==> config.mk <==
export PLATFORM = sky130hd
export DESIGN_NAME = scalar_kalman_smoother_core_flat
export DESIGN_NICKNAME = d
export VERILOG_FILES = /design/src/rtl/sks_pkg.sv /design/src/rtl/sks_if.sv /design/src/rtl/sks_divmac.sv /design/src/rtl/scalar_kalman_smoother_core.sv /design/src/flat_wrapper.sv
export SDC_FILE = /design/constraint.sdc
export NUM_CORES = 1
export LEC_CHECK = 0
export ABC_AREA = 1
export BUFFER_PORTS_ARGS = -buffer_cell sky130_fd_sc_hd__clkbuf_2
export CAP_MARGIN = 25
export CORE_MARGIN = 5
export CORE_UTILIZATION = 55
export DETAILED_ROUTE_END_ITERATION = 8
export GPL_TIMING_DRIVEN = 0
export PLACE_DENSITY = 0.7
export SLEW_MARGIN = 20
export SYNTH_ARGS = -nofsm -noshare
export SYNTH_HDL_FRONTEND = slang
export SYNTH_SLANG_ARGS = --single-unit
==> constraint.sdc <==
create_clock -name clk -period 10.1 [get_ports clk]
set_input_delay 1.01 -clock clk [delete_from_list [all_inputs] [get_ports clk]]
set_output_delay 1.01 -clock clk [all_outputs]
set_load 0.05 [all_outputs]
==> src/rtl/sks_pkg.sv <==
`default_nettype none
package sks_pkg;

	localparam int SAMPLE_BITS_DEF    = 16;
	localparam int GAIN_FRAC_BITS_DEF = 16;

	// covariance and noise registers, unsigned Q8.16
	localparam int COV_BITS = 24;

	localparam int APB_ADDR_BITS = 4;
	localparam int APB_DATA_BITS = 32;

	localparam logic [COV_BITS-1:0] PNOISE_RST = 24'd0;
	localparam logic [COV_BITS-1:0] MNOISE_RST = 24'd655;
	localparam logic [COV_BITS-1:0] ICOV_RST   = 24'd65536;
	localparam logic [COV_BITS-1:0] COV_RST    = 24'd65536;

	// register indexes (paddr[3:2])
	localparam logic [1:0] REG_PNOISE = 2'd0;
	localparam logic [1:0] REG_MNOISE = 2'd1;
	localparam logic [1:0] REG_ICOV   = 2'd2;
	localparam logic [1:0] REG_IEST   = 2'd3;

	typedef struct packed {
		logic start;
		logic den_zero;
	} sks_ctl_t;

endpackage
`default_nettype wire

==> src/rtl/sks_if.sv <==
`default_nettype none
interface sks_in_if #(
	parameter int SAMPLE_BITS = sks_pkg::SAMPLE_BITS_DEF
) ();
	logic                   valid;
	logic                   ready;
	logic [SAMPLE_BITS-1:0] sample;
	logic                   restart;

	modport source(output valid, sample, restart, input ready);
	modport sink(input valid, sample, restart, output ready);
endinterface

interface sks_out_if #(
	parameter int SAMPLE_BITS    = sks_pkg::SAMPLE_BITS_DEF,
	parameter int GAIN_FRAC_BITS = sks_pkg::GAIN_FRAC_BITS_DEF
) ();
	logic                      valid;
	logic                      ready;
	logic [SAMPLE_BITS-1:0]    estimate;
	logic [GAIN_FRAC_BITS:0]   gain;

	modport source(output valid, estimate, gain, input ready);
	modport sink(input valid, estimate, gain, output ready);
endinterface
`default_nettype wire

==> src/rtl/sks_divmac.sv <==
`default_nettype none
// Restoring divider, one quotient bit per cycle, MSB first. Each quotient bit
// also drives two shift-add accumulators: gain*diff and gain*pred.
module sks_divmac #(
	parameter int SAMPLE_BITS    = sks_pkg::SAMPLE_BITS_DEF,
	parameter int GAIN_FRAC_BITS = sks_pkg::GAIN_FRAC_BITS_DEF
) (
	input  wire logic                                  clk,
	input  wire logic                                  arst_n,
	input  wire sks_pkg::sks_ctl_t                     ctl,
	input  wire logic [sks_pkg::COV_BITS-1:0]          pred,
	input  wire logic [sks_pkg::COV_BITS:0]            den,
	input  wire logic signed [SAMPLE_BITS:0]           diff,
	output logic                                       done,
	output logic [GAIN_FRAC_BITS:0]                    gain,
	output logic signed [SAMPLE_BITS+GAIN_FRAC_BITS:0] macc,
	output logic [sks_pkg::COV_BITS+GAIN_FRAC_BITS-1:0] mprod
);
	import sks_pkg::*;

	localparam int G  = GAIN_FRAC_BITS;
	localparam int MW = SAMPLE_BITS + G + 1;
	localparam int MP = COV_BITS + G;
	localparam int CW = $clog2(G + 2);

	logic [COV_BITS:0]           rem_q;
	logic [COV_BITS:0]           den_q;
	logic [COV_BITS-1:0]         pred_q;
	logic signed [SAMPLE_BITS:0] diff_q;
	logic                        zero_q;
	logic                        first_q;
	logic                        busy_q;
	logic                        done_q;
	logic [CW-1:0]               cnt_q;
	logic [G:0]                  quo_q;
	logic signed [MW-1:0]        macc_q;
	logic [MP-1:0]               mprod_q;

	logic [COV_BITS+1:0] trial;
	logic [COV_BITS+1:0] trial_sub;
	logic                ge;
	logic [MW-1:0]       diff_ext;

	// first step compares pred against den unshifted (integer quotient bit)
	assign trial     = first_q ? {1'b0, rem_q} : {rem_q, 1'b0};
	assign trial_sub = trial - {1'b0, den_q};
	assign ge        = !zero_q && (trial >= {1'b0, den_q});
	assign diff_ext  = {{(MW-SAMPLE_BITS-1){diff_q[SAMPLE_BITS]}}, diff_q};

	always_ff @(posedge clk or negedge arst_n) begin
		if (!arst_n) begin
			rem_q   <= '0;
			den_q   <= '0;
			pred_q  <= '0;
			diff_q  <= '0;
			zero_q  <= 1'b0;
			first_q <= 1'b0;
			busy_q  <= 1'b0;
			done_q  <= 1'b0;
			cnt_q   <= '0;
			quo_q   <= '0;
			macc_q  <= '0;
			mprod_q <= '0;
		end else if (ctl.start) begin
			rem_q   <= {1'b0, pred};
			den_q   <= den;
			pred_q  <= pred;
			diff_q  <= diff;
			zero_q  <= ctl.den_zero;
			first_q <= 1'b1;
			busy_q  <= 1'b1;
			done_q  <= 1'b0;
			cnt_q   <= CW'(G);
			quo_q   <= '0;
			macc_q  <= '0;
			mprod_q <= '0;
		end else if (busy_q) begin
			rem_q   <= ge ? trial_sub[COV_BITS:0] : trial[COV_BITS:0];
			quo_q   <= {quo_q[G-1:0], ge};
			macc_q  <= (macc_q <<< 1) + (ge ? $signed(diff_ext) : $signed(MW'(0)));
			mprod_q <= {mprod_q[MP-2:0], 1'b0} + (ge ? MP'(pred_q) : MP'(0));
			first_q <= 1'b0;
			if (cnt_q == '0) begin
				busy_q <= 1'b0;
				done_q <= 1'b1;
			end else begin
				cnt_q <= cnt_q - 1'b1;
			end
		end else begin
			done_q <= 1'b0;
		end
	end

	assign done  = done_q;
	assign gain  = quo_q;
	assign macc  = macc_q;
	assign mprod = mprod_q;

endmodule
`default_nettype wire

==> src/rtl/scalar_kalman_smoother_core.sv <==
`default_nettype none
// Scalar Kalman filter, constant-state model, fixed point.
// meas (sink): one measurement transaction = sample (unsigned Q12.4) + restart.
//   restart reloads estimate and covariance from the initial registers first.
// filt (source): one result transaction per measurement = estimate + gain (Q1.16).
// APB port: process_noise @0x0, measurement_noise @0x4, initial_covariance @0x8,
//   initial_estimate @0xC; pready is tied high, reads return register values.
//   Write registers only while the filter is idle.
// Timing: one measurement at a time. After acceptance the step runs through
//   ST_PRED, ST_KICK, ST_RUN and ST_FIN; ST_FIN loads the result and goes back
//   to ST_IDLE to accept the next measurement. ST_RUN waits for the restoring
//   divider in sks_divmac, one gain bit per cycle over GAIN_FRAC_BITS+1 steps.
// A finished result sits in the output register; meas.ready returns as soon as
//   the result is loaded, even if filt is stalled. A stall only holds the next
//   result in its final stage until the previous one is taken.
// Reset (arst_n low): registers to defaults, estimate 0, covariance 1.0,
//   output empty.
module scalar_kalman_smoother_core #(
	parameter int SAMPLE_BITS    = sks_pkg::SAMPLE_BITS_DEF,
	parameter int GAIN_FRAC_BITS = sks_pkg::GAIN_FRAC_BITS_DEF
) (
	input  wire logic                                 clk,
	input  wire logic                                 arst_n,
	sks_in_if.sink                                    meas,
	sks_out_if.source                                 filt,
	input  wire logic                                 psel,
	input  wire logic                                 penable,
	input  wire logic                                 pwrite,
	input  wire logic [sks_pkg::APB_ADDR_BITS-1:0]    paddr,
	input  wire logic [sks_pkg::APB_DATA_BITS-1:0]    pwdata,
	output logic [sks_pkg::APB_DATA_BITS-1:0]         prdata,
	output logic                                      pready
);
	import sks_pkg::*;

	localparam int SB = SAMPLE_BITS;
	localparam int G  = GAIN_FRAC_BITS;
	localparam int MW = SB + G + 1;          // gain*diff, signed
	localparam int MP = COV_BITS + G;        // gain*pred
	localparam int AW = SB + G + 2;          // estimate accumulator, signed

	localparam logic [AW-1:0] HALF_X = AW'(64'd1 << (G - 1));
	localparam logic [MP-1:0] HALF_C = MP'(64'd1 << (G - 1));

	typedef enum logic [2:0] {
		ST_IDLE,
		ST_PRED,
		ST_KICK,
		ST_RUN,
		ST_FIN
	} state_t;

	// configuration registers
	logic [COV_BITS-1:0] pnoise_q;
	logic [COV_BITS-1:0] mnoise_q;
	logic [COV_BITS-1:0] icov_q;
	logic [SB-1:0]       iest_q;
	logic [1:0]          reg_idx;

	// filter state and per-step working registers
	state_t              state_q;
	logic [SB-1:0]       x_q;
	logic [COV_BITS-1:0] cov_q;
	logic [SB-1:0]       z_q;
	logic [COV_BITS-1:0] pred_q;
	logic [COV_BITS:0]   den_q;
	logic signed [SB:0]  diff_q;
	logic                out_valid_q;
	logic [SB-1:0]       est_q;
	logic [G:0]          gain_q;

	// datapath
	logic [COV_BITS:0]    cov_sum;
	logic [COV_BITS-1:0]  pred_sat;
	sks_ctl_t             unit_ctl;
	logic                 unit_done;
	logic [G:0]           unit_gain;
	logic signed [MW-1:0] unit_macc;
	logic [MP-1:0]        unit_mprod;
	logic signed [AW-1:0] acc_x;
	logic [SB+1:0]        x_new_raw;
	logic [SB-1:0]        x_new;
	logic [MP-1:0]        acc_c;
	logic                 accept;
	logic                 out_free;

	assign reg_idx = paddr[3:2];
	assign pready  = 1'b1;

	always_ff @(posedge clk or negedge arst_n) begin
		if (!arst_n) begin
			pnoise_q <= PNOISE_RST;
			mnoise_q <= MNOISE_RST;
			icov_q   <= ICOV_RST;
			iest_q   <= '0;
		end else if (psel && penable && pwrite) begin
			case (reg_idx)
				REG_PNOISE: pnoise_q <= pwdata[COV_BITS-1:0];
				REG_MNOISE: mnoise_q <= pwdata[COV_BITS-1:0];
				REG_ICOV:   icov_q   <= pwdata[COV_BITS-1:0];
				REG_IEST:   iest_q   <= pwdata[SB-1:0];
				default:    ;
			endcase
		end
	end

	always_comb begin
		case (reg_idx)
			REG_PNOISE: prdata = APB_DATA_BITS'(pnoise_q);
			REG_MNOISE: prdata = APB_DATA_BITS'(mnoise_q);
			REG_ICOV:   prdata = APB_DATA_BITS'(icov_q);
			REG_IEST:   prdata = APB_DATA_BITS'(iest_q);
			default:    prdata = '0;
		endcase
	end

	// prediction: saturating p + q
	assign cov_sum  = {1'b0, cov_q} + {1'b0, pnoise_q};
	assign pred_sat = cov_sum[COV_BITS] ? '1 : cov_sum[COV_BITS-1:0];

	assign unit_ctl.start    = (state_q == ST_KICK);
	assign unit_ctl.den_zero = (den_q == '0);

	sks_divmac #(
		.SAMPLE_BITS    (SB),
		.GAIN_FRAC_BITS (G)
	) u_divmac (
		.clk    (clk),
		.arst_n (arst_n),
		.ctl    (unit_ctl),
		.pred   (pred_q),
		.den    (den_q),
		.diff   (diff_q),
		.done   (unit_done),
		.gain   (unit_gain),
		.macc   (unit_macc),
		.mprod  (unit_mprod)
	);

	// x' = (x*2^G + gain*(z-x) + half) >> G, clamped
	assign acc_x = $signed({2'b00, x_q, {G{1'b0}}})
		+ $signed({unit_macc[MW-1], unit_macc}) + $signed(HALF_X);
	assign x_new_raw = acc_x[AW-1:G];
	always_comb begin
		if (x_new_raw[SB+1]) begin
			x_new = '0;
		end else if (x_new_raw[SB]) begin
			x_new = '1;
		end else begin
			x_new = x_new_raw[SB-1:0];
		end
	end

	// p' = (pred*2^G - gain*pred + half) >> G; never exceeds pred
	assign acc_c = {pred_q, {G{1'b0}}} - unit_mprod + HALF_C;

	assign accept   = meas.valid && meas.ready;
	assign out_free = !out_valid_q || filt.ready;

	always_ff @(posedge clk or negedge arst_n) begin
		if (!arst_n) begin
			state_q     <= ST_IDLE;
			x_q         <= '0;
			cov_q       <= COV_RST;
			z_q         <= '0;
			pred_q      <= '0;
			den_q       <= '0;
			diff_q      <= '0;
			out_valid_q <= 1'b0;
			est_q       <= '0;
			gain_q      <= '0;
		end else begin
			// output register: load a finished step, else empty on a taken transaction
			if ((state_q == ST_FIN) && out_free) begin
				out_valid_q <= 1'b1;
			end else if (filt.ready) begin
				out_valid_q <= 1'b0;
			end
			case (state_q)
				ST_IDLE: begin
					if (accept) begin
						z_q <= meas.sample;
						if (meas.restart) begin
							x_q   <= iest_q;
							cov_q <= icov_q;
						end
						state_q <= ST_PRED;
					end
				end
				ST_PRED: begin
					pred_q  <= pred_sat;
					den_q   <= {1'b0, pred_sat} + {1'b0, mnoise_q};
					diff_q  <= $signed({1'b0, z_q}) - $signed({1'b0, x_q});
					state_q <= ST_KICK;
				end
				ST_KICK: begin
					state_q <= ST_RUN;
				end
				ST_RUN: begin
					if (unit_done) begin
						state_q <= ST_FIN;
					end
				end
				ST_FIN: begin
					if (out_free) begin
						x_q     <= x_new;
						cov_q   <= acc_c[MP-1:G];
						est_q   <= x_new;
						gain_q  <= unit_gain;
						state_q <= ST_IDLE;
					end
				end
				default: begin
					state_q <= ST_IDLE;
				end
			endcase
		end
	end

	assign meas.ready    = (state_q == ST_IDLE);
	assign filt.valid    = out_valid_q;
	assign filt.estimate = est_q;
	assign filt.gain     = gain_q;

endmodule
`default_nettype wire

==> src/flat_wrapper.sv <==
// flat-port wrapper written by rule: the top's interface ports become plain ports
module scalar_kalman_smoother_core_flat import sks_pkg::*;
#(
	parameter int SAMPLE_BITS    = sks_pkg::SAMPLE_BITS_DEF,
	parameter int GAIN_FRAC_BITS = sks_pkg::GAIN_FRAC_BITS_DEF
)
  (clk, arst_n, psel, penable, pwrite, paddr, pwdata, prdata, pready, meas_valid, meas_sample, meas_restart, meas_ready, filt_valid, filt_estimate, filt_gain, filt_ready);
  sks_in_if #(.SAMPLE_BITS(SAMPLE_BITS)) meas_i ();
  sks_out_if #(.SAMPLE_BITS(SAMPLE_BITS), .GAIN_FRAC_BITS(GAIN_FRAC_BITS)) filt_i ();
  input  wire logic clk;
  input  wire logic arst_n;
  input  wire logic psel;
  input  wire logic penable;
  input  wire logic pwrite;
  input  wire logic [sks_pkg::APB_ADDR_BITS-1:0] paddr;
  input  wire logic [sks_pkg::APB_DATA_BITS-1:0] pwdata;
  output logic [sks_pkg::APB_DATA_BITS-1:0] prdata;
  output logic pready;
  input wire logic [$bits(meas_i.valid)-1:0] meas_valid;
  input wire logic [$bits(meas_i.sample)-1:0] meas_sample;
  input wire logic [$bits(meas_i.restart)-1:0] meas_restart;
  output wire logic [$bits(meas_i.ready)-1:0] meas_ready;
  output wire logic [$bits(filt_i.valid)-1:0] filt_valid;
  output wire logic [$bits(filt_i.estimate)-1:0] filt_estimate;
  output wire logic [$bits(filt_i.gain)-1:0] filt_gain;
  input wire logic [$bits(filt_i.ready)-1:0] filt_ready;
  assign meas_i.valid = meas_valid;
  assign meas_i.sample = meas_sample;
  assign meas_i.restart = meas_restart;
  assign meas_ready = meas_i.ready;
  assign filt_valid = filt_i.valid;
  assign filt_estimate = filt_i.estimate;
  assign filt_gain = filt_i.gain;
  assign filt_i.ready = filt_ready;
  scalar_kalman_smoother_core #(.SAMPLE_BITS(SAMPLE_BITS), .GAIN_FRAC_BITS(GAIN_FRAC_BITS)) u_core (.clk(clk), .arst_n(arst_n), .meas(meas_i), .filt(filt_i), .psel(psel), .penable(penable), .pwrite(pwrite), .paddr(paddr), .pwdata(pwdata), .prdata(prdata), .pready(pready));
endmodule
==> results_tabular.tex <==
\begin{tabular}{lr}
\hline
Metric & Value \\
\hline
\multicolumn{2}{l}{\textbf{Run status}} \\
Result of the run & finished, final reports clean \\
\multicolumn{2}{l}{\textbf{Logic synthesis}} \\
Combinational family with the most area after synthesis & simple AND/OR/NAND/NOR gates \\
Top post-synthesis cells by area & dfrtp\_1 36\%, nand2\_1 15\%, ha\_1 7.8\% \\
Leading cell types by count after synthesis & 1209 x nand2\_1, 460 x inv\_1, 429 x dfrtp\_1 \\
Part of the Yosys area used for sequential elements & between 30\% and 40\% \\
Yosys warning total & 0 \\
Xor and xnor fraction of the mapped netlist area & around 2.9\% \\
Complex-gate fraction of the synthesized area & $\sim$17\% \\
Number of instances in the synthesized netlist & around 4100 \\
Share of the synthesized area in the top cell type & $\sim$36\% \\
FF+latch count, synth & $\sim$440 \\
Adder-cell share of the synthesized area & about 8.2\% \\
FFs w/ async S/R, synth & 100.0\% \\
Mux share of post-synthesis cell area & 0.5324\% \\
Library cell with the highest instance count after synthesis & nand2\_1 \\
Simple-gate area share of the yosys netlist & a little over a quarter \\
Netlist area before placement & approximately 0.030 mm\^{}2 \\
Post-synth EDFFs & 0 \\
Cell taking the most area after synthesis & dfrtp\_1 \\
Synth unique cells & 64 \\
Post-synth top flop & dfrtp\_1 \\
Post-Synthesis Mean Instance Area & $\sim$7.2 um\^{}2 \\
\multicolumn{2}{l}{\textbf{Critical path}} \\
Capturing element type of the critical path & flop \\
Crit path DAT & around 6000 ps \\
Endpoint of the most critical register-to-register path & u\_core.u\_divmac.macc[21] \\
Path type of the worst setup path & reg -> reg \\
Source of the worst register-to-register timing path & u\_core.u\_divmac.first\_q \\
Max incr delay on CP & about 490 ps \\
Nature of the critical path startpoint & flop \\
Setup slack of the most critical reg-to-reg path & around 4700 ps \\
Cell chain of the critical path & buf\_4 -> clkbuf\_1 -> o21ai\_0 -> ha\_1 -> a21oi\_1 -> nand2\_1 -> nand3b\_2 -> nand3b\_1 -> nand2\_2 -> nand2\_4 -> buf\_6 -> buf\_6 -> nor2\_2 -> ha\_1 -> fa\_1 -> nand3\_1 -> nand2\_1 -> a21oi\_1 -> o21ai\_0 -> nand2\_1 -> nor2\_1 -> o21ai\_0 -> nand3\_1 -> nand2\_1 \\
Required time of the critical path & $\sim$11000 ps \\
Worst setup path endpoint & u\_core.u\_divmac.macc[21] \\
CP most frequent cell & nand2\_1 \\
Worst-case reg-to-reg path depth & 24 \\
Largest driver fanout on the critical path & 10 \\
Critical path launch point & u\_core.u\_divmac.first\_q \\
Cell with the biggest individual delay on the critical path & fa\_1 \\
\multicolumn{2}{l}{\textbf{Clocking}} \\
Clock net sink count & about 440 \\
CTS hold repair buffers & 0 \\
Clock tree from TritonCTS & built \\
Clock-pin slew on the worst setup and hold paths & $\sim$60 ps \\
CTS Buf Count & 48 \\
Clock Path Buffers & 3 \\
Root Buffer & clkbuf\_16 \\
Setup bufs post-CTS & 0 \\
Post-CTS Resized & 0 \\
Worst-Skew Late Latency & $\sim$600 ps \\
\# H-tree levels & 2 \\
\multicolumn{2}{l}{\textbf{Die}} \\
Area of the core & between 0.05 and 0.06 mm\^{}2 \\
Top-Level Pins & 128 \\
\# rows & 85 \\
Area enclosed by the die boundary & 0.05858 mm\^{}2 \\
Die width & 242.0 um \\
Die Y-Extent & $\sim$240 um \\
Initial cell density of the core & 55.24\% \\
\multicolumn{2}{l}{\textbf{GRT}} \\
Via count of the first global-routing pass & approximately 27000 \\
Most crowded layer after global routing & met2 \\
Wire length of the first global-routing pass & 154900 um \\
GR Util met1 & between 40 and 50\% \\
Antenna violations before repair & 3 \\
Met2 Use GR & around half \\
Total overflow reported by the global router & 0 \\
Met3 usage & between 5 and 6\% \\
Global-route usage over all layers & between 30 and 40\% \\
Largest net degree at the start of global routing & 92 \\
\multicolumn{2}{l}{\textbf{Timing}} \\
Worst slew slack as a fraction of its limit & between 30\% and 40\% \\
Final hold violation count & 0 \\
Achievable Freq & 0.1836 GHz \\
Crit path time final & $\sim$5400 ps \\
Worst-case clock skew & around 22 ps \\
Number of max-slew violations in the final report & 0 \\
Final hold slack & around 370 ps \\
Period utilization & between 50 and 60\% \\
Tightest Pin Transition & around 1000 ps \\
Endpoints failing setup & 0 \\
RSZ-0062 raised after global routing & false \\
\multicolumn{2}{l}{\textbf{Route}} \\
Total wire length after detailed routing & 101200 um \\
Number of nets with antenna violations after detailed routing & 0 \\
Average wire per cell in the routed design & between 20 and 25 um \\
Number of optimization iterations in the first detailed-route pass & 5 \\
First DRT Iteration DRCs & roughly 2600 \\
Via total after detailed routing & about 28000 \\
Remaining routing DRC violations & 0 \\
Via count normalized by instance count & approximately 5.7 \\
\multicolumn{2}{l}{\textbf{Flow run}} \\
Count of maximum capacitance violations & 0 \\
\multicolumn{2}{l}{\textbf{Final layout}} \\
Post-route cell area & 0.03282 mm\^{}2 \\
Fraction of final layout cells with drive strength greater than 1 & between 8 and 9\% \\
Nets@finish & $\sim$4500 \\
Synthesis-to-finish area growth & 10.82\% \\
\multicolumn{2}{l}{\textbf{Placement}} \\
Final weighted congestion in routability-driven placement & 0.9751 \\
IO buf count & 108 \\
Dpl hpwl & a little over 80000 um \\
Placed inst area & roughly 0.031 mm\^{}2 \\
\multicolumn{2}{l}{\textbf{Hold path}} \\
Class of the worst hold path & in -> async \\
\hline
\end{tabular}
state kept, by name, summed over array words and instances, names as in the netlist, 17 cells and up:
register,count
u_core.u_divmac.gain,17
u_core.cov_q,24
u_core.u_divmac.den_q,25
u_core.diff_q,17
u_core.icov_q,24
u_core.mnoise_q,24
u_core.pred_q,24
u_core.u_divmac.pred_q,24
u_core.u_divmac.macc,33
u_core.u_divmac.diff_q,17
u_core.u_divmac.mprod,40
u_core.den_q,25
u_core.u_divmac.rem_q,25
u_core.filt.gain,17
u_core.pnoise_q,24
final cells by class:
type	count	area (um^2)
fillers	5145	20790
multi-input cells	3077	16290
flip-flops and latches	437	10950
inverters	473	1783
clock buffers	70	1385
well taps	696	870.8
repair buffers	113	686.9
plain buffers	124	623.1
clock inverters	17	232.7
diodes	1	2.502
cell usage in the layout, fill, tap and decap left out, drive strengths merged, types with 11 or more instances in the layout:
| cell | synthesis | final |
|---|---|---|
| ha | 184 | 184 |
| mux2 | 14 | 14 |
| dfrtp | 429 | 429 |
| nand3b | 11 | 11 |
| a21oi | 260 | 260 |
| or2 | 22 | 22 |
| nand4 | 54 | 54 |
| a21o | 24 | 24 |
| xor2 | 42 | 42 |
| nor3 | 34 | 34 |
| nor2 | 332 | 332 |
| o21ai | 434 | 434 |
| o22ai | 38 | 38 |
| o2111ai | 16 | 16 |
| nand2 | 1226 | 1226 |
| o21bai | 28 | 28 |
| clkbuf | 74 | 252 |
| inv | 471 | 474 |
| nand3 | 185 | 185 |
| xnor2 | 56 | 56 |
| nor4 | 14 | 14 |
| buf | 50 | 55 |
| o21a | 17 | 17 |
| o211ai | 31 | 31 |
through the flow:
stage          cells  utilization [%]  setup TNS (ps)  setup slack (ps)
2_1_floorplan   4111                -               0              6062
3_3_place_gp    4915            57.92         -833890             -2006
3_5_place_dp    4920            58.20               0              4748
4_1_cts         5007            61.22               0              4736
5_1_grt         5008            61.22               0              4286
6_report        5008            61.22               0              4653
kinds of logic (layout without fill, tap and decap cells):
kind of cell    Yosys count  after routing
compound gates          882            882
xor+xnor                 98             98
fa+ha+maj               191            191
buf+inv                 597            797
flops                   437            437
mux                      14             14
other cells               2             10
simple gates           1883           1883
worst max-delay path, delay by kind of cell (launching register included):
kind                       cells  cell delay [ps]
buffers and inverters          4             1030
and+or+nand+nor               12             1560
DFF                            1              320
adders and majority gates      3             1110
AOI/OAI and AO/OA              5             1340
layer usage:
metal / vias to the layer above / wire length, um
met1: 13370 / 45380
met2: 1020 / 43530
li1: 13840 / -
met3: 215 / 7699
met5: - / 13
met4: 2 / 4557
worst min-delay path by stage:
stage               depth (start not counted)                   endpoint                startpoint
CTS                                         1  u_core.u_divmac.mprod[11]                    arst_n
finish                                      1          u_core.icov_q[22]                    arst_n
global route                                1          u_core.icov_q[22]                    arst_n
global placement                            1   u_core.u_divmac.cnt_q[4]  u_core.u_divmac.cnt_q[4]
floorplan                                   1   u_core.u_divmac.cnt_q[4]  u_core.u_divmac.cnt_q[4]
detailed placement                          1   u_core.u_divmac.cnt_q[4]  u_core.u_divmac.cnt_q[4]
Power is not shown: default switching activity piles up to over one toggle a cycle in this logic, so the estimate is an artifact.
